### src/rtl/core/sine_range_reduced_polynomial_assert.svh
// Assertion macros shared by the sine pipeline modules.
// Depends on nothing; the bodies compile away when SYNTHESIS is defined.
`ifndef SINE_RANGE_REDUCED_POLYNOMIAL_ASSERT_SVH
`define SINE_RANGE_REDUCED_POLYNOMIAL_ASSERT_SVH

`ifndef SYNTHESIS

// A condition that holds at every clock edge out of reset.
`define SRP_ASSERT_HOLDS(name, clk_sig, rstn_sig, expr) \
    name: assert property (@(posedge clk_sig) disable iff (!rstn_sig) (expr)) \
        else $error("srp assertion failed");

// A consequent that holds in the same cycle as its antecedent.
`define SRP_ASSERT_IMPLIES(name, clk_sig, rstn_sig, ante, cons) \
    name: assert property (@(posedge clk_sig) disable iff (!rstn_sig) (ante) |-> (cons)) \
        else $error("srp assertion failed");

// A consequent that holds in the cycle after its antecedent.
`define SRP_ASSERT_NEXT(name, clk_sig, rstn_sig, ante, cons) \
    name: assert property (@(posedge clk_sig) disable iff (!rstn_sig) (ante) |=> (cons)) \
        else $error("srp assertion failed");

`else

`define SRP_ASSERT_HOLDS(name, clk_sig, rstn_sig, expr)
`define SRP_ASSERT_IMPLIES(name, clk_sig, rstn_sig, ante, cons)
`define SRP_ASSERT_NEXT(name, clk_sig, rstn_sig, ante, cons)

`endif

`endif

### src/rtl/core/srp_pkg.sv
// Types, fixed-point constants and the rounding helper of the sine pipeline.
// Depends on nothing; imported by every module of the block.
package srp_pkg;

    // Widths of the range reduction datapath.
    localparam int U_W    = 56;   // magnitude in Q.32, below 2^56
    localparam int K_W    = 22;   // turn count
    localparam int KD_W   = 57;   // turn count times the high part of 2pi
    localparam int REM_W  = 36;   // remainder before the final correction
    localparam int R_W    = 37;   // signed remainder in Q.32
    localparam int LO_W   = 50;   // turn count times the low part of 2pi
    localparam int X_W    = 33;   // signed Q.30 polynomial operands
    localparam int PROD_W = 66;   // full Q.60 products
    localparam int OUT_W  = 32;

    // Constants of the range reduction.
    localparam logic [34:0] TWOPI_HI    = 35'h6487ED511;
    localparam logic [27:0] TWOPI_LO    = 28'hB4611A6;
    localparam logic [33:0] PI_Q32      = 34'h3243F6A89;
    localparam logic [32:0] HALF_PI_Q32 = 33'h1921FB544;
    // floor(2^64 / TWOPI_HI), used to estimate the turn count.
    localparam logic [29:0] INV_TWOPI   = 30'h28BE60DB;

    typedef logic signed [X_W-1:0]    q30_t;
    typedef logic signed [PROD_W-1:0] prod_t;

    // Taylor coefficients in Q.30.
    localparam q30_t ONE_Q30 = 33'sd1073741824;
    localparam q30_t C1_Q30  = 33'sd1073741824;
    localparam q30_t C3_Q30  = -33'sd178956971;
    localparam q30_t C5_Q30  = 33'sd8947849;
    localparam q30_t C7_Q30  = -33'sd213044;
    localparam q30_t C9_Q30  = 33'sd2959;
    localparam q30_t C11_Q30 = -33'sd27;

    // Control that travels with each request down the pipeline.
    typedef struct packed {
        logic valid;
        logic neg;
    } srp_ctl_t;

    // Q.60 product back to Q.30, rounding half away from zero.
    function automatic q30_t rnd_q30(input prod_t v);
        logic              neg;
        logic [PROD_W-1:0] mag;
        logic [PROD_W-1:0] rnd;
        neg = v[PROD_W-1];
        mag = neg ? PROD_W'(-v) : PROD_W'(v);
        rnd = (mag + (PROD_W'(1) << 29)) >> 30;
        return neg ? -q30_t'(rnd[X_W-1:0]) : q30_t'(rnd[X_W-1:0]);
    endfunction

endpackage

### src/rtl/core/srp_reduce.sv
// Range reduction stages: turn count estimate, remainder, fold into [-pi/2, pi/2].
// Depends on srp_pkg and the assertion macro header.
`include "sine_range_reduced_polynomial_assert.svh"

module srp_reduce #(
    parameter int ANGLE_FRAC_BITS = 16
) (
    input  logic                    clk,
    input  logic                    rst_n,
    input  logic                    en,
    input  logic                    valid_in,
    input  logic signed [31:0]      angle,
    output srp_pkg::srp_ctl_t       ctl_out,
    output srp_pkg::q30_t           x_out
);
    import srp_pkg::*;

    localparam int SHIFT = 32 - ANGLE_FRAC_BITS;
    localparam logic signed [R_W-1:0] PI_S      = $signed(R_W'(PI_Q32));
    localparam logic signed [R_W-1:0] HALF_PI_S = $signed(R_W'(HALF_PI_Q32));
    localparam logic signed [R_W-1:0] TOP_S     = $signed(R_W'(TWOPI_HI)) - PI_S;
    localparam q30_t X_LIMIT = q30_t'(HALF_PI_Q32 >> 2);

    srp_ctl_t ctl1_reg, ctl2_reg, ctl3_reg, ctl4_reg, ctl5_reg;

    logic [K_W-1:0]          k1_reg, k2_reg, k3_reg;
    logic [U_W-1:0]          v1_reg, v2_reg;
    logic [KD_W-1:0]         kd2_reg;
    logic signed [R_W-1:0]   r03_reg, r04_reg;
    logic [LO_W-1:0]         lo4_reg;
    q30_t                    x5_reg;

    // Stage 1: magnitude, scale to Q.32, estimate the turn count.
    logic           s1_neg;
    logic [31:0]    s1_mag;
    logic [U_W-1:0] s1_u;
    logic [U_W-1:0] s1_v;
    logic [61:0]    s1_kprod;

    always_comb
    begin
        s1_neg   = angle[31];
        s1_mag   = s1_neg ? (~angle + 32'd1) : angle;
        s1_u     = U_W'(s1_mag) << SHIFT;
        s1_v     = s1_u + U_W'(PI_Q32);
        s1_kprod = 62'(s1_v[U_W-1:U_W-32]) * 62'(INV_TWOPI);
    end

    // Stage 3: remainder and one-step correction of the turn count.
    logic [REM_W-1:0]      s3_rem;
    logic [REM_W:0]        s3_rem_d;
    logic                  s3_ge;
    logic [REM_W-1:0]      s3_sel;

    always_comb
    begin
        s3_rem   = REM_W'({1'b0, v2_reg} - kd2_reg);
        s3_rem_d = {1'b0, s3_rem} - (REM_W+1)'(TWOPI_HI);
        s3_ge    = !s3_rem_d[REM_W];
        s3_sel   = s3_ge ? s3_rem_d[REM_W-1:0] : s3_rem;
    end

    // Stage 5: low-part correction, fold, round to Q.30.
    logic [LO_W:0]         s5_sum;
    logic signed [R_W-1:0] s5_r;
    logic signed [R_W-1:0] s5_f;
    logic [R_W-1:0]        s5_fm;
    logic [R_W-1:0]        s5_xm;
    q30_t                  s5_x;

    always_comb
    begin
        s5_sum = {1'b0, lo4_reg} + (LO_W+1)'(33'h080000000);
        s5_r   = r04_reg - $signed(R_W'(s5_sum[LO_W:32]));
        if (s5_r > HALF_PI_S)
        begin
            s5_f = PI_S - s5_r;
        end
        else if (s5_r < -HALF_PI_S)
        begin
            s5_f = -PI_S - s5_r;
        end
        else
        begin
            s5_f = s5_r;
        end
        s5_fm = s5_f[R_W-1] ? R_W'(-s5_f) : R_W'(s5_f);
        s5_xm = (s5_fm + R_W'(2)) >> 2;
        s5_x  = s5_f[R_W-1] ? -q30_t'(s5_xm[X_W-1:0]) : q30_t'(s5_xm[X_W-1:0]);
    end

    // Valid bits and sign travel with the data.
    always_ff @(posedge clk or negedge rst_n)
    begin
        if (!rst_n)
        begin
            ctl1_reg <= '0;
            ctl2_reg <= '0;
            ctl3_reg <= '0;
            ctl4_reg <= '0;
            ctl5_reg <= '0;
        end
        else if (en)
        begin
            ctl1_reg <= '{valid: valid_in, neg: s1_neg};
            ctl2_reg <= ctl1_reg;
            ctl3_reg <= ctl2_reg;
            ctl4_reg <= ctl3_reg;
            ctl5_reg <= ctl4_reg;
        end
    end

    // Datapath registers.
    always_ff @(posedge clk)
    begin
        if (en)
        begin
            k1_reg  <= s1_kprod[61:40];
            v1_reg  <= s1_v;
            k2_reg  <= k1_reg;
            v2_reg  <= v1_reg;
            kd2_reg <= KD_W'(k1_reg) * KD_W'(TWOPI_HI);
            k3_reg  <= s3_ge ? (k2_reg + K_W'(1)) : k2_reg;
            r03_reg <= $signed({1'b0, s3_sel}) - PI_S;
            lo4_reg <= LO_W'(k3_reg) * LO_W'(TWOPI_LO);
            r04_reg <= r03_reg;
            x5_reg  <= s5_x;
        end
    end

    assign ctl_out = ctl5_reg;
    assign x_out   = x5_reg;

    // The corrected remainder lies in [-pi, pi) before the low-part fix.
    `SRP_ASSERT_IMPLIES(a_rem_range, clk, rst_n, ctl3_reg.valid, (r03_reg >= -PI_S) && (r03_reg < TOP_S))
    // The folded argument never exceeds pi/2 in magnitude.
    `SRP_ASSERT_IMPLIES(a_fold_range, clk, rst_n, ctl5_reg.valid, (x5_reg <= X_LIMIT) && (x5_reg >= -X_LIMIT))
    // A stall freezes the stage control.
    `SRP_ASSERT_NEXT(a_stall_hold, clk, rst_n, !en, $stable(ctl5_reg) && $stable(ctl1_reg))

endmodule

### config.mk
export PLATFORM = sky130hd
export DESIGN_NAME = srp_reduce
export DESIGN_NICKNAME = d
export VERILOG_FILES = /design/src/rtl/core/srp_pkg.sv /design/src/rtl/core/srp_reduce.sv
export VERILOG_INCLUDE_DIRS = /design/src /design/src/rtl/core
export SDC_FILE = /design/constraint.sdc
export NUM_CORES = 2
export LEC_CHECK = 0
export BUFFER_PORTS_ARGS = -buffer_cell sky130_fd_sc_hd__buf_2
export CAP_MARGIN = 15
export CORE_MARGIN = 2
export CORE_UTILIZATION = 40
export CTS_BUF_LIST = sky130_fd_sc_hd__clkbuf_8
export CTS_CLUSTER_DIAMETER = 60
export CTS_CLUSTER_SIZE = 14
export DETAILED_ROUTE_END_ITERATION = 6
export PLACE_DENSITY_LB_ADDON = 0.05
export RECOVER_POWER = 25
export SLEW_MARGIN = 20
export SYNTH_ARGS = -nofsm -noshare
export SYNTH_HDL_FRONTEND = slang
export SYNTH_SLANG_ARGS = --single-unit
### constraint.sdc
create_clock -name clk -period 17.7 [get_ports clk]
set_input_delay 0.885 -clock clk [delete_from_list [all_inputs] [get_ports clk]]
set_output_delay 0.885 -clock clk [all_outputs]
set_load 0.05 [all_outputs]
# Word level (Yosys, flattened, before mapping)
# Cells that the tools add are included.
# totals
ff_bits	340
in_bits	36
out_inout_bits	35
wordCells	46
# classes
n_addsub	13
n_mul	3
n_lt_le_gt_ge	2
n_mux	7
bitwise	1
# ops
operator	n
$mux 37	2
$sub 35x37->37 const A	2
$mul 25x30->55 const B	1
$add 50x32->51 const B	1
$add 48x34->49 const B	1
$mul 22x27->49 const B	1
$gt 37x34->1 const B	1
$lt 37x34->1 const B	1
$sub 36x34->37 const B	1
$sub 36x35->37 const B	1
$sub 37x20->37	1
$mul 22x35->36 const B	1
$mux 36	1
$sub 36x36->36	1
$add 35x2->35 const B	1
$mux 35	1
$neg 35->35	1
$mux 33	1
$neg 33->33	1
$add 32x1->32 const B	1
$mux 32	1
$not 32->32	1
$add 22x1->22 const B	1
$mux 22	1

# Longest topological paths before layout
# depth
ltp_word	10
depth_mapped	55

# Worst setup path before layout
# Ideal clock, no wire load.
# synth_path
path_kind	input to register
startpoint	input port angle[3]
endpoint	register k1_reg[14] (data pin)
setup_time_ps	258
arrival_time_ps	12210
setup_slack_ps	5232
stages	50
n_path_buf	2
cell_sequence	clkbuf_1 -> or4_1 -> nand2b_1 -> or4_1 -> or3_1 -> or2_2 -> nand2b_1 -> or4_1 -> clkbuf_1 -> or4_1 -> o21ai_0 -> a21oi_1 -> nor4_1 -> nand2b_1 -> o32ai_1 -> ha_1 -> inv_1 -> fa_1 -> [14 not listed] -> o21a_1 -> o21a_1 -> o21ai_0 -> nand2b_1 -> a21oi_1 -> o21ai_0 -> nand2_1 -> a311o_1 -> a31oi_1 -> a41o_1 -> o21a_1 -> o21ai_0 -> nand2b_1 -> and2_1 -> o21a_1 -> o21a_1 -> nor2_1 -> xnor2_1
# synth_via
elab_chain_len	5
# synth_lines
element	line	source
start: declaration	srp_reduce.sv:12	input logic signed [31:0] angle,
$not 32->32	srp_reduce.sv:43	s1_mag = s1_neg ? (~angle + 32'd1) : angle;
$add 32x1->32	srp_reduce.sv:43	
$mux 32 (*)	srp_reduce.sv:43	
$add 48x34->49 (*)	srp_reduce.sv:45	s1_v = s1_u + U_W'(PI_Q32);
$mul 25x30->55 (*)	srp_reduce.sv:46	s1_kprod = 62'(s1_v[U_W-1:U_W-32]) * 62'(INV_TWOPI);
via s1_kprod[54]	srp_reduce.sv:38	logic [61:0] s1_kprod;
end signal: assignment	srp_reduce.sv:118	k1_reg <= s1_kprod[61:40];
end: declaration	srp_reduce.sv:26	logic [K_W-1:0] k1_reg, k2_reg, k3_reg;
# Mark *: on every way through the listed nets, which the timed path passes. The rest lies on a longest branch.
# A chain may end at the register's enable or synchronous reset.

# Final worst setup path
# Same ends and word-level chain as after synthesis.

==> summary.txt <==
CTS
  – CTS tree: built
  – CTS Buf Count: 37
  – # resized after CTS: 0
  – Worst skew pair latency: 0.69 ns
  – Clock root buffer: clkbuf_8
  – Post-CTS Hold Buffers: 0
  – TritonCTS Sinks: 249
  – Clk pin slew, worst setup/hold paths: 0.08 ns
  – H-tree levels: 2
  – Max clock buf depth: 3
  – Post-CTS Setup Bufs: 0

Critical path
  – CP endpoint: k1_reg[14]
  – Slowest CP cell: or4_1
  – Crit path largest cell delay: 0.58 ns
  – WP data arrival: 13.08 ns
  – Reg2Reg Setup Slack: 6.86 ns
  – Startpoint types: input pin
  – R2R Path Start: lo4_reg[34]
  – CP Max Fanout: 10
  – Worst Setup Path Type: in -> reg
  – CP endpoint kind: register
  – R2r endpoint: x_out[32]
  – CP Data Required Time: 18.14 ns
  – Crit path launch: angle[3]
  – Cells on worst reg2reg path: 31

Outcome
  – Status: finished, violations left
  – Violated checks: max-capacitance violations, max-slew violations

STA
  – Tcrit/Tclk final: 71.5%
  – Post-Route Setup TNS: 0 ns
  – Rel. slew slack: -242%
  – RSZ-0062 raised after global routing: false
  – F_max: 0.0791 GHz
  – Tightest Pin Transition: 5.14 ns
  – Fin Clk Skew: 0.0580 ns
  – Endpoints failing hold: 0
  – Final setup viols: 0
  – Final min period: 12.65 ns
  – Pins Over Slew Limit: 94

Floorplan
  – Die X-Extent: 334 um
  – Io pins: 71
  – Die height: 334 um
  – Core area: 109,000 sq um
  – Initial Util: 40.2%
  – Row Count: 121
  – Die footprint: 112,000 sq um

Worst hold path
  – Min-delay worst type: in -> async

Drt
  – Vias per Instance: 5.20
  – Routed Antenna Nets: 0
  – Via Count: 31,201
  – Routed WL per cell: 19.6 um
  – First drt pass iteration count: 6
  – Drt total wl: 118,000 um
  – Remaining DRCs: 0
  – Initial DRC count: 1,586

Logic synthesis
  – Count leader, synth: inv_1
  – FF+latch count, synth: 249
  – Mean Syn Cell Area: 9.74 sq um
  – Complex-gate fraction of the synthesized area: 11.9%
  – Yosys warning count: 0
  – Post-synth EDFFs: 239
  – Sequential element share of the synthesized area: 17.0%
  – Synth top area cells: fa_1 23%, ha_1 20%, edfxtp_1 16%, inv_1 7.6%, xnor2_1 5.0%
  – Largest family of logic cells by synthesized area: adder cells
  – Synth top cells by count: 880 x inv_1, 694 x ha_1, 502 x fa_1, 248 x xnor2_1, 239 x edfxtp_1
  – Mapped Cells: 4,478
  – Syn Std Cell Area: 43,600 sq um
  – Post-synthesis mux area share: 0.522%
  – Cell accounting for the most synthesized area: fa_1
  – Post-synthesis adder-cell area fraction: 42.9%
  – FFs w/ async S/R, synth: 4.02%
  – Synth top area share: 23.0%
  – Post-Synth XOR/XNOR Area: 7.91%
  – Top_reg_cell synth: edfxtp_1
  – Synth Area in Simple Gates: 11.3%
  – Cell variety after synth: 132

GRT
  – Gr busiest metal: met2
  – First-pass GRT wire length: 188,000 um
  – GRT Overall Usage: 21.7%
  – Initial antenna violation count: 1
  – Largest net degree at the start of global routing: 94
  – M2 GR Usage: 37.3%
  – Grt ovf: 0
  – GR Util met1: 30.2%
  – M3 GR Usage: 2.07%
  – Vias in the first global route: 32,375

Cells and area
  – Ratio of cells with drive above 1 in the final layout: 6.59%
  – Area grow syn2layout: 6.70%
  – Area of the multi-input gates: 32,600 sq um
  – Fillcell total: 10,789
  – Storage element area: 7430 sq um
  – Final nets: 5,788

Placement
  – IO buf count: 70
  – DP HPWL: 101,000 um
  – Routability cong.: 0.858

Job
  – Max cap viols: 1
==> layer usage <==
metal	share of wire (%)	vias to the layer above
li1	-	15338
met2	48	434
met4	1.5	0
met3	2.9	78
met1	47	15351
met5	0	-
==> how the worst min path moves through the flow <==
stage | end | depth (start not counted) | startpoint
after floorplan | r04_reg[10] | 0 | r03_reg[10]
after global placement | v2_reg[29] | 0 | v1_reg[29]
after detailed placement | r04_reg[15] | 0 | r03_reg[15]
after CTS | ctl3_reg[0] | 1 | rst_n
after global routing | ctl3_reg[0] | 1 | rst_n
final | ctl3_reg[0] | 1 | rst_n
==> worst max-delay path, delay by kind of cell <==
kind,cells,cell delay (ns)
buf+inv,5,0.43
xor+xnor,3,0.78
fa+ha+maj,8,3.85
compound gates,15,2.70
simple gates,18,4.43
==> through the flow <==
step | setup WS [ns] | std cells | hold WS, ns | util (%) | cell area (sq um)
3_3_place_gp | 4.46 | 5931 | 0.401 | 42.2 | 45800
5_1_grt | 4.31 | 5998 | 0.189 | 42.9 | 46600
3_5_place_dp | 4.37 | 5931 | 0.405 | 42.2 | 45800
6_report | 5.05 | 5998 | 0.190 | 42.9 | 46600
2_1_floorplan | 5.23 | 4483 | 0.400 | - | 43700
4_1_cts | 5.11 | 5997 | 0.0194 | 42.9 | 46600
==> kinds of logic (layout without fill, tap and decap cells) <==
kind of cell | Yosys count | after routing
adder cells (fa/ha/maj) | 1196 | 1196
flip-flops | 249 | 249
AO/OA/AOI/OAI | 740 | 740
buffers and inverters | 956 | 1056
other | 2 | 8
XOR/XNOR | 390 | 390
multiplexers | 21 | 21
AND/OR/NAND/NOR | 924 | 924
==> final cells by class <==
| cell class | count | share of cell area [%] |
|---|---|---|
| Tap cell | 1414 | 3.80 |
| Clock buffer | 37 | 1.09 |
| Clock inverter | 29 | 0.712 |
| Sequential cell | 249 | 16.0 |
| Timing Repair Buffer | 109 | 1.31 |
| Inverter | 881 | 7.10 |
| Antenna cell | 1 | 0.00537 |
| Multi-Input combinational cell | 3278 | 70.0 |
==> cells in the final DEF, fill, tap and decap left out, types with 13 or more instances in the layout <==
master and count:
nor2_1 205, nand2b_1 40, mux2_2 14, or4_1 14
xnor2_1 247, a21oi_1 181, o21bai_1 21, buf_2 67
or3_1 33, ha_1 694, fa_1 502, nand2_1 192
nand4_1 44, and3_1 40, a211oi_1 26, and2_1 31
o21ai_0 134, inv_1 885, o21a_1 28, a31oi_1 33
nor4_1 21, clkbuf_8 37, nand3_1 90, nor3_1 69
a311oi_1 13, buf_4 31, xor2_1 136, o211ai_1 29
a21boi_0 14, edfxtp_1 239, or2_2 29, o31ai_1 21
nor2b_1 28, a21o_1 40, o22ai_1 17
Power is not shown: default switching activity piles up to over one toggle a cycle in this logic, so the estimate is an artifact.
